`config.mk`:
```
export PLATFORM = sky130hd
export DESIGN_NAME = flash_sector_record_log_manager_core
export DESIGN_NICKNAME = d
export VERILOG_FILES = /design/src/hdl/fsrl_pkg.sv /design/src/hdl/flash_sector_record_log_manager_core.sv
export SDC_FILE = /design/constraint.sdc
export NUM_CORES = 2
export LEC_CHECK = 0
export BUFFER_PORTS_ARGS = -buffer_cell sky130_fd_sc_hd__clkbuf_2
export CAP_MARGIN = 20
export CELL_PAD_IN_SITES_DETAIL_PLACEMENT = 1
export CELL_PAD_IN_SITES_GLOBAL_PLACEMENT = 1
export CORE_ASPECT_RATIO = 0.75
export CORE_UTILIZATION = 35
export CTS_BUF_LIST = sky130_fd_sc_hd__clkbuf_2 sky130_fd_sc_hd__clkbuf_4 sky130_fd_sc_hd__clkbuf_8
export CTS_CLUSTER_DIAMETER = 30
export CTS_CLUSTER_SIZE = 16
export DETAILED_ROUTE_END_ITERATION = 10
export GPL_TIMING_DRIVEN = 0
export HOLD_SLACK_MARGIN = 0.08
export PLACE_DENSITY_LB_ADDON = 0.1
export SLEW_MARGIN = 20
export SYNTH_ARGS = -nofsm -noshare
export SYNTH_HDL_FRONTEND = slang
export SYNTH_SLANG_ARGS = --single-unit
```
`constraint.sdc`:
```
create_clock -name clk -period 28.6 [get_ports clk]
set_clock_uncertainty 0.1 [all_clocks]
set_input_delay 5.72 -clock clk [delete_from_list [all_inputs] [get_ports clk]]
set_output_delay 5.72 -clock clk [all_outputs]
set_load 0.02 [all_outputs]
```
`src/hdl/fsrl_pkg.sv`:
```
// ----------------------------------------------------------------------------
// fsrl_pkg
// Types and constants for the flash sector record log manager.
// ----------------------------------------------------------------------------
package fsrl_pkg;

  localparam int SECTOR_BYTES = 4096;

  // offset width inside the sector, record size width and full product width
  localparam int OFS_W  = $clog2(SECTOR_BYTES);
  localparam int SZ_W   = 13;
  localparam int IDX_W  = 12;
  localparam int WIDE_W = 2 * SZ_W;
  localparam int SUM_W  = ((OFS_W > SZ_W) ? OFS_W : SZ_W) + 2;

  localparam logic [SZ_W-1:0] COUNT_MAX = '1;

  // input kinds
  localparam logic [2:0] KIND_MOUNT     = 3'd0;
  localparam logic [2:0] KIND_SLOT      = 3'd1;
  localparam logic [2:0] KIND_WR_BEGIN  = 3'd2;
  localparam logic [2:0] KIND_WR_RESULT = 3'd3;
  localparam logic [2:0] KIND_READ      = 3'd4;

  // result status codes
  localparam logic [2:0] ST_OK        = 3'd0;
  localparam logic [2:0] ST_PROBE     = 3'd1;
  localparam logic [2:0] ST_PROGRAM   = 3'd2;
  localparam logic [2:0] ST_BAD       = 3'd3;
  localparam logic [2:0] ST_PROG_ERR  = 3'd4;
  localparam logic [2:0] ST_IDX_BAD   = 3'd5;

  // configuration register indexes
  localparam logic [1:0] REG_SECTOR_BASE = 2'd0;
  localparam logic [1:0] REG_ITEM_SIZE   = 2'd1;
  localparam logic [1:0] REG_ITEMS       = 2'd2;

  typedef enum logic [1:0] {
    PH_IDLE  = 2'd0,
    PH_LAST  = 2'd1,
    PH_SCAN  = 2'd2,
    PH_WRITE = 2'd3
  } phase_t;

  typedef struct packed {
    logic [2:0]       kind;
    logic             slot_dirty;
    logic             program_ok;
    logic             verify_ok;
    logic [IDX_W-1:0] item_index;
  } in_item_t;

  typedef struct packed {
    logic [2:0]      status;
    logic [31:0]     op_address;
    logic            erase_first;
    logic [31:0]     newest_address;
    logic [SZ_W-1:0] record_count;
    logic            is_full;
    logic            is_empty;
  } out_item_t;

endpackage

```
`src/hdl/flash_sector_record_log_manager_core.sv`:
```
// ----------------------------------------------------------------------------
// flash_sector_record_log_manager_core
// Bookkeeping for fixed-size records appended into one flash sector.
// ----------------------------------------------------------------------------
// Usage:
//   in channel  (in_valid/in_ready/in_data): one event word per flash step:
//     mount begin, slot status, write begin, write outcome or read item.
//   out channel (out_valid/out_ready/out_data): exactly one result word per
//     event, carrying the next flash address to probe or program, the
//     status, and a snapshot of newest address, record count, full, empty.
//   cfg channel (cfg_valid/cfg_ready/cfg_index/cfg_data): sector base,
//     item size and items per sector; cfg_ready is always high and writes
//     are expected only while no event is in flight.
// An accepted event word passes through an input register, then one pass
// of update logic (a 13x13 multiplier and a 32-bit add on the mount and
// read paths) into the result register.
// Throughput is one event per cycle while results are taken; a new event
// is taken while the last result waits. When out_ready is low the result
// register holds, the input register fills, and in_ready drops until the
// result is taken.
// Synchronous reset returns the log state to empty and idle and loads the
// register defaults (base 0, item size 64, 64 items per sector).
// ----------------------------------------------------------------------------
module flash_sector_record_log_manager_core
  import fsrl_pkg::*;
(
  input  logic        clk,
  input  logic        rst_n,
  input  logic        in_valid,
  output logic        in_ready,
  input  in_item_t    in_data,
  output logic        out_valid,
  input  logic        out_ready,
  output out_item_t   out_data,
  input  logic        cfg_valid,
  output logic        cfg_ready,
  input  logic [1:0]  cfg_index,
  input  logic [31:0] cfg_data
);

  // configuration
  logic [31:0]      base_r;
  logic [SZ_W-1:0]  size_r;
  logic [SZ_W-1:0]  items_r;

  // log state
  logic [OFS_W-1:0]  wo_r, wo_nxt;
  logic [OFS_W-1:0]  start_r, start_nxt;
  logic [WIDE_W-1:0] newest_r, newest_nxt;
  logic [WIDE_W-1:0] scan_r, scan_nxt;
  logic [SZ_W-1:0]   count_r, count_nxt;
  phase_t            phase_r, phase_nxt;

  // pipeline
  logic      in_valid_r;
  in_item_t  in_r;
  logic      out_valid_r;
  out_item_t out_r, out_nxt;
  logic      advance;

  // shared datapath
  logic [SZ_W-1:0]   sz;
  logic [SZ_W-1:0]   last;
  logic [SZ_W-1:0]   mul_a;
  logic [WIDE_W-1:0] prod;
  logic [SUM_W-1:0]  wo_step;
  logic              wo_wrap;
  logic [OFS_W-1:0]  wo_adv;
  logic [WIDE_W:0]   scan_step;
  logic              scan_fit;
  logic              two_fit;
  logic [OFS_W-1:0]  pr_wo;
  logic [SZ_W-1:0]   count_inc;

  assign advance   = in_valid_r && (!out_valid_r || out_ready);
  assign in_ready  = !in_valid_r || advance;
  assign out_valid = out_valid_r;
  assign out_data  = out_r;
  assign cfg_ready = 1'b1;

  assign sz    = (size_r == '0) ? SZ_W'(1) : size_r;
  assign last  = (items_r == '0) ? '0 : items_r - SZ_W'(1);
  assign mul_a = (in_r.kind == KIND_MOUNT) ? last : SZ_W'(in_r.item_index);
  assign prod  = WIDE_W'(mul_a) * WIDE_W'(sz);

  assign wo_step = SUM_W'(wo_r) + SUM_W'(sz);
  assign wo_wrap = (32'(wo_step) + 32'(sz)) > 32'(SECTOR_BYTES);
  assign wo_adv  = wo_wrap ? '0 : wo_step[OFS_W-1:0];

  assign scan_step = (WIDE_W+1)'(scan_r) + (WIDE_W+1)'(sz);
  assign scan_fit  = (32'(scan_step) + 32'(sz) + 32'(sz)) <= 32'(SECTOR_BYTES);
  assign two_fit   = (32'(sz) + 32'(sz)) <= 32'(SECTOR_BYTES);

  // a program request follows either write begin or a failed verify
  assign pr_wo     = (in_r.kind == KIND_WR_RESULT) ? wo_adv : wo_r;
  assign count_inc = (count_r == COUNT_MAX) ? count_r : count_r + SZ_W'(1);

  always_comb begin
    wo_nxt     = wo_r;
    start_nxt  = start_r;
    newest_nxt = newest_r;
    scan_nxt   = scan_r;
    count_nxt  = count_r;
    phase_nxt  = phase_r;
    out_nxt    = '0;
    out_nxt.status = ST_OK;

    unique case (in_r.kind)
      KIND_MOUNT: begin
        scan_nxt           = prod;
        out_nxt.status     = ST_PROBE;
        out_nxt.op_address = base_r + 32'(prod);
        phase_nxt          = PH_LAST;
      end
      KIND_SLOT: begin
        if (phase_r == PH_LAST) begin
          if (in_r.slot_dirty) begin
            wo_nxt     = '0;
            newest_nxt = scan_r;
            count_nxt  = items_r;
            phase_nxt  = PH_IDLE;
          end else begin
            wo_nxt     = '0;
            newest_nxt = '0;
            count_nxt  = '0;
            scan_nxt   = '0;
            if (two_fit) begin
              out_nxt.status     = ST_PROBE;
              out_nxt.op_address = base_r;
              phase_nxt          = PH_SCAN;
            end else begin
              phase_nxt = PH_IDLE;
            end
          end
        end else if (phase_r == PH_SCAN) begin
          if (in_r.slot_dirty) begin
            count_nxt  = count_inc;
            newest_nxt = scan_r;
            scan_nxt   = scan_step[WIDE_W-1:0];
            if (scan_fit) begin
              out_nxt.status     = ST_PROBE;
              out_nxt.op_address = base_r + 32'(scan_step);
            end else begin
              phase_nxt = PH_IDLE;
            end
          end else begin
            // first clean slot becomes the write point
            wo_nxt    = scan_r[OFS_W-1:0];
            phase_nxt = PH_IDLE;
          end
        end
      end
      KIND_WR_BEGIN: begin
        start_nxt          = wo_r;
        out_nxt.status     = ST_PROGRAM;
        out_nxt.op_address = base_r + 32'(wo_r);
        phase_nxt          = PH_WRITE;
        if (wo_r == '0) begin
          newest_nxt          = '0;
          count_nxt           = '0;
          out_nxt.erase_first = 1'b1;
        end
      end
      KIND_WR_RESULT: begin
        if (phase_r == PH_WRITE) begin
          if (!in_r.program_ok) begin
            out_nxt.status = ST_PROG_ERR;
            phase_nxt      = PH_IDLE;
          end else begin
            count_nxt  = count_inc;
            newest_nxt = WIDE_W'(wo_r);
            wo_nxt     = wo_adv;
            if (in_r.verify_ok) begin
              phase_nxt = PH_IDLE;
            end else if (start_r == wo_adv) begin
              out_nxt.status = ST_BAD;
              phase_nxt      = PH_IDLE;
            end else begin
              // retry at the next slot, erasing on wrap to zero
              out_nxt.status     = ST_PROGRAM;
              out_nxt.op_address = base_r + 32'(pr_wo);
              if (pr_wo == '0) begin
                newest_nxt          = '0;
                count_nxt           = '0;
                out_nxt.erase_first = 1'b1;
              end
            end
          end
        end
      end
      KIND_READ: begin
        if (SZ_W'(in_r.item_index) >= count_r) begin
          out_nxt.status = ST_IDX_BAD;
        end else begin
          out_nxt.op_address = base_r + 32'(prod);
        end
      end
      default: begin
      end
    endcase

    out_nxt.newest_address = base_r + 32'(newest_nxt);
    out_nxt.record_count   = count_nxt;
    out_nxt.is_full        = (count_nxt == items_r);
    out_nxt.is_empty       = (count_nxt == '0);
  end

  always_ff @(posedge clk) begin
    if (!rst_n) begin
      base_r  <= '0;
      size_r  <= SZ_W'(64);
      items_r <= SZ_W'(64);
    end else if (cfg_valid) begin
      unique case (cfg_index)
        REG_SECTOR_BASE: base_r  <= cfg_data;
        REG_ITEM_SIZE:   size_r  <= cfg_data[SZ_W-1:0];
        REG_ITEMS:       items_r <= cfg_data[SZ_W-1:0];
        default: begin
        end
      endcase
    end
  end

  always_ff @(posedge clk) begin
    if (!rst_n) begin
      wo_r     <= '0;
      start_r  <= '0;
      newest_r <= '0;
      scan_r   <= '0;
      count_r  <= '0;
      phase_r  <= PH_IDLE;
    end else if (advance) begin
      wo_r     <= wo_nxt;
      start_r  <= start_nxt;
      newest_r <= newest_nxt;
      scan_r   <= scan_nxt;
      count_r  <= count_nxt;
      phase_r  <= phase_nxt;
    end
  end

  always_ff @(posedge clk) begin
    if (!rst_n) begin
      in_valid_r  <= 1'b0;
      out_valid_r <= 1'b0;
    end else begin
      if (in_ready) begin
        in_valid_r <= in_valid;
      end
      if (advance) begin
        out_valid_r <= 1'b1;
      end else if (out_ready) begin
        out_valid_r <= 1'b0;
      end
    end
  end

  always_ff @(posedge clk) begin
    if (in_valid && in_ready) begin
      in_r <= in_data;
    end
    if (advance) begin
      out_r <= out_nxt;
    end
  end

endmodule

```
==> results.txt <==
- The run finished with clean final reports.
- The worst setup path is launched from a flop.
* Switching Fraction: 0.345
- Critical path's largest stage delay: 0.97 ns
- The slowest stage of the critical path belongs to the cell sky130_fd_sc_hd__a2111oi_1.
- Post-CTS repair timing setup buffer count: 0
- GRT Total Usage: 0.310
- The worst setup path is of the reg2reg kind.
- During placement, the flow inserted port buffers numbering 140.
* Internal Power: 928 uW
- Final Critical Period: ~13 ns
- Count of final max-slew check failures: 0
- Counting stages on the worst path, the most repeated cell is sky130_fd_sc_hd__a21oi_1.
* Peak supply drop: between 0.00004 and 0.00005 V
- CP Data Required Time: about 29 ns
- Total power for the finished layout comes to 1.42 mW.
- Rows: 87
* CTS sink cnt: approximately 250
- Adding up every negative setup slack in the final design gives 0 ns.
- Clk pin slew, worst setup/hold paths: roughly 0.05 ns
* Worst slew pin tran: between 1 and 1.5 ns
- Asr flop ratio synth: 0
* Slack of the worst reg-to-reg path: roughly 16 ns
- FF+latch count, synth: 252
* DRC violation count after routing: 0
- Fraction of the cycle the final worst path needs: 0.455
- Placeable Area: about 0.075 mm^2
* Maximum capacitance violations: 0
* Arrival time of the worst setup path: 13.38 ns
* Total nets after synthesis: between 3000 and 4000
- Synthesis instantiated about 100 different standard cells from the library.
- In this run, CTS created clock tree buffers numbering 73.
- Unrepaired setup endpoints after global routing: false
- The H-tree generated during clock tree synthesis spans 3 levels.
- Number of optimization iterations in the first detailed-route pass: 5
* Starting density of the core: 0.354
- Area of the die: between 0.07 and 0.08 mm^2
- Cts-stage hold buffer count: 0
- The HPWL after detailed placement is 99400 um.
- Hold violation count in the final report: 0
* Reported leakage power: ~13 nW
- Slew Limit Headroom: 0.220
- For this block, the routed nets add up to around 120000 um of wire.
* Top Ports: 143
- Area share of the largest cell type after synthesis: 0.114
* Count of synthesis-stage warnings from yosys: 0
- Maximum clock insertion buffer count: 3
- For this run, the post-layout net count is about 3900.
* Antenna violation net count after detailed routing: 0
* Logic depth of the worst register-to-register path: 40
- The first global-routing pass estimated ~180000 um of wire.
- Excluding fillers, the count of instances in the completed layout stands at 4604.
- Power density over the cells: 46.2 mW/mm^2
- Die Y: approximately 240 um
* Worst Hold Endpoint: newest_r[18]
- In the synthesized netlist the dominant register cell turns out to be sky130_fd_sc_hd__dfxtp_1.
- STA classifies the critical path endpoint as a flop.
- At the end of routability-driven placement, the weighted congestion stood at 0.943.
- The synthesized design spends more area on one cell type than any other, namely sky130_fd_sc_hd__ha_1.
* Clock latency reported for the late side of the worst-skew pair: 0.73 ns
- Largest net degree at the start of global routing: 34
* Portion of total power attributed to sequential cells: 0.288
* Antenna violations before repair: 5
* Synth Cell Area: 0.0267 mm^2
- Psw: 488 uW
- The average instance in the mapped netlist occupies between 8 and 9 um^2.
- Compared with the post-synthesis result, the final layout area differs by 14.7%.
- CTS tree: done
- Worst R2R Start: size_r[1]
- Total instance count after detailed placement: 4465
* Power share of the combinational group: 0.244
* Clk pwr share: 0.469
- After technology mapping, the gate count stands at 3300.
- In the final layout, the share of cells above drive strength 1 is 0.0967.
- Critical Path Fanout Max: 13
- The cell sitting at the root of the clock tree is a sky130_fd_sc_hd__clkbuf_8.
- The tightest min-delay check is of the reg2reg type.
- Setup violations remaining at the end of the flow were counted as 0.
- Tracing the worst setup path back leads to its startpoint at size_r[1].
- Yosys mapped a number of flops with a built-in enable equal to ~100.
- Maximum achievable frequency: just under 80 MHz
- Dividing the detail-routed wire length by the instance count gives roughly 26 um.
* Via count of the first global-routing pass: approximately 27000
- Hold is met by roughly 0.37 ns.
- Leading post-synthesis cells by cell area: sky130_fd_sc_hd__ha_1 (11%), sky130_fd_sc_hd__edfxtp_1 (11%), sky130_fd_sc_hd__dfxtp_1 (11%)
- Number of DRC markers after the initial detailed-route iteration: 2260
- Counting instances, the worst hold path has a depth of 2.
- Sequential share of the synthesized area: 0.227
* Worst reg2reg path endpoint: out_data[44]
- Yosys instantiated no cell more often than sky130_fd_sc_hd__nand2_1.
* Width of the chip: approximately 320 um
- Vias after detailed routing: 26900
* Commonest cells in the synthesized netlist: sky130_fd_sc_hd__nand2_1 (512), sky130_fd_sc_hd__ha_1 (243), sky130_fd_sc_hd__inv_1 (234)
- HP Start: newest_r[18]
* Resize count post-CTS: 0
- After detailed routing, the number of vias per cell comes to roughly 5.8.
- Remaining Overflow, GRT: 0
[sequential cells by signal (all words and copies together) (netlist names)]
signal and cells:
wo_r 12, base_r 32, out_valid 1, newest_r 26, scan_r 26, out_data 83, phase_r 2, count_r 13
start_r 12, items_r 13, in_r 18, size_r 13, in_valid_r 1
[cells by family after synthesis]
logic type,synth area share
AO/OA/AOI/OAI,0.241
XOR/XNOR,0.0571
adder cells (fa/ha/maj),0.211
buffers and inverters,0.0579
flip-flops,0.227
multiplexers,0.00197
other,0.000140
AND/OR/NAND/NOR,0.204
[power groups by stage]
stage	Clock (mW)	Combinational, mW	Sequential, mW
2_1_floorplan	0	0.211	0.415
3_3_place_gp	0	0.331	0.415
3_5_place_dp	0	0.341	0.414
4_1_cts	0.675	0.343	0.407
5_1_grt	0.689	0.374	0.408
6_report	0.664	0.345	0.407
[how the worst max path moves through the flow]
stage,end,slack (ns),cells past startpoint
after CTS,out_data[44],15.86,40
after global routing,out_data[46],15.13,40
after detailed placement,out_data[46],15.96,40
final,out_data[44],15.58,40
after floorplan,in_ready,16.71,2
after global placement,out_data[44],15.83,40
[routing by layer]
metal | GRT usage | vias to the layer above | routed length (um)
met5 | 0 | - | 0
met4 | 0.110 | 0 | 4470
met3 | 0.0639 | 232 | 8680
met2 | 0.454 | 929 | 50400
met1 | 0.447 | 13500 | 57900
li1 | - | 12200 | -
[through the flow]
| stage | cell area [um^2] | setup WS (ns) | util |
|---|---|---|---|
| after detailed placement | 28700 | 15.96 | 0.381 |
| after floorplan | 26700 | 16.71 | - |
| after global placement | 28700 | 15.83 | 0.381 |
| final | 30600 | 15.58 | 0.407 |
| after global routing | 30600 | 15.13 | 0.407 |
| after CTS | 30600 | 15.86 | 0.406 |
[cells in the final DEF (no fill, tap or decap), types with 14 or more instances in the layout]
cell	n
sky130_fd_sc_hd__nor2b_1	28
sky130_fd_sc_hd__clkbuf_8	78
sky130_fd_sc_hd__o221ai_1	14
sky130_fd_sc_hd__nor4_1	22
sky130_fd_sc_hd__a22o_1	19
sky130_fd_sc_hd__o21bai_1	15
sky130_fd_sc_hd__o31ai_1	16
sky130_fd_sc_hd__o21ai_1	19
sky130_fd_sc_hd__a21o_1	55
sky130_fd_sc_hd__xnor2_1	116
sky130_fd_sc_hd__nand2_1	512
sky130_fd_sc_hd__nor3_1	55
sky130_fd_sc_hd__and2_1	82
sky130_fd_sc_hd__a21boi_0	103
sky130_fd_sc_hd__o21ai_0	172
sky130_fd_sc_hd__dfxtp_1	151
sky130_fd_sc_hd__fa_1	130
sky130_fd_sc_hd__nor3b_1	23
sky130_fd_sc_hd__bufinv_16	17
sky130_fd_sc_hd__and3_1	33
sky130_fd_sc_hd__clkbuf_2	140
sky130_fd_sc_hd__inv_1	234
sky130_fd_sc_hd__a211oi_1	34
sky130_fd_sc_hd__nand2b_1	26
sky130_fd_sc_hd__o21a_1	43
sky130_fd_sc_hd__xor2_1	58
sky130_fd_sc_hd__ha_1	243
sky130_fd_sc_hd__a31oi_1	30
sky130_fd_sc_hd__a22oi_1	18
sky130_fd_sc_hd__a221oi_1	17
sky130_fd_sc_hd__edfxtp_1	101
sky130_fd_sc_hd__nand3_1	75
sky130_fd_sc_hd__nor2_1	211
sky130_fd_sc_hd__a21oi_1	170
sky130_fd_sc_hd__clkbuf_1	151
sky130_fd_sc_hd__o22ai_1	16
sky130_fd_sc_hd__o211ai_1	41
sky130_fd_sc_hd__or3_1	26
sky130_fd_sc_hd__nand4_1	17
[critical path, delay by kind of cell (launching register included)]
family | cells | cell delay, ns
AO/OA/AOI/OAI | 21 | 6.82
buffers and inverters | 6 | 1.78
AND/OR/NAND/NOR | 7 | 1.67
adder cells (fa/ha/maj) | 4 | 1.67
XOR/XNOR | 2 | 0.39
flip-flops | 1 | 0.30
[final cells by class]
class / count / area [um^2]
fillers: 9173 / 44700
clock inverters: 53 / 776
diodes: 2 / 5.00
plain buffers: 168 / 664
repair buffers: 143 / 748
clock buffers: 83 / 1110
well taps: 1023 / 1280
flip-flops and latches: 252 / 6060
multi-input cells: 2645 / 19100
inverters: 235 / 882
(Power assumes the default switching activity.)
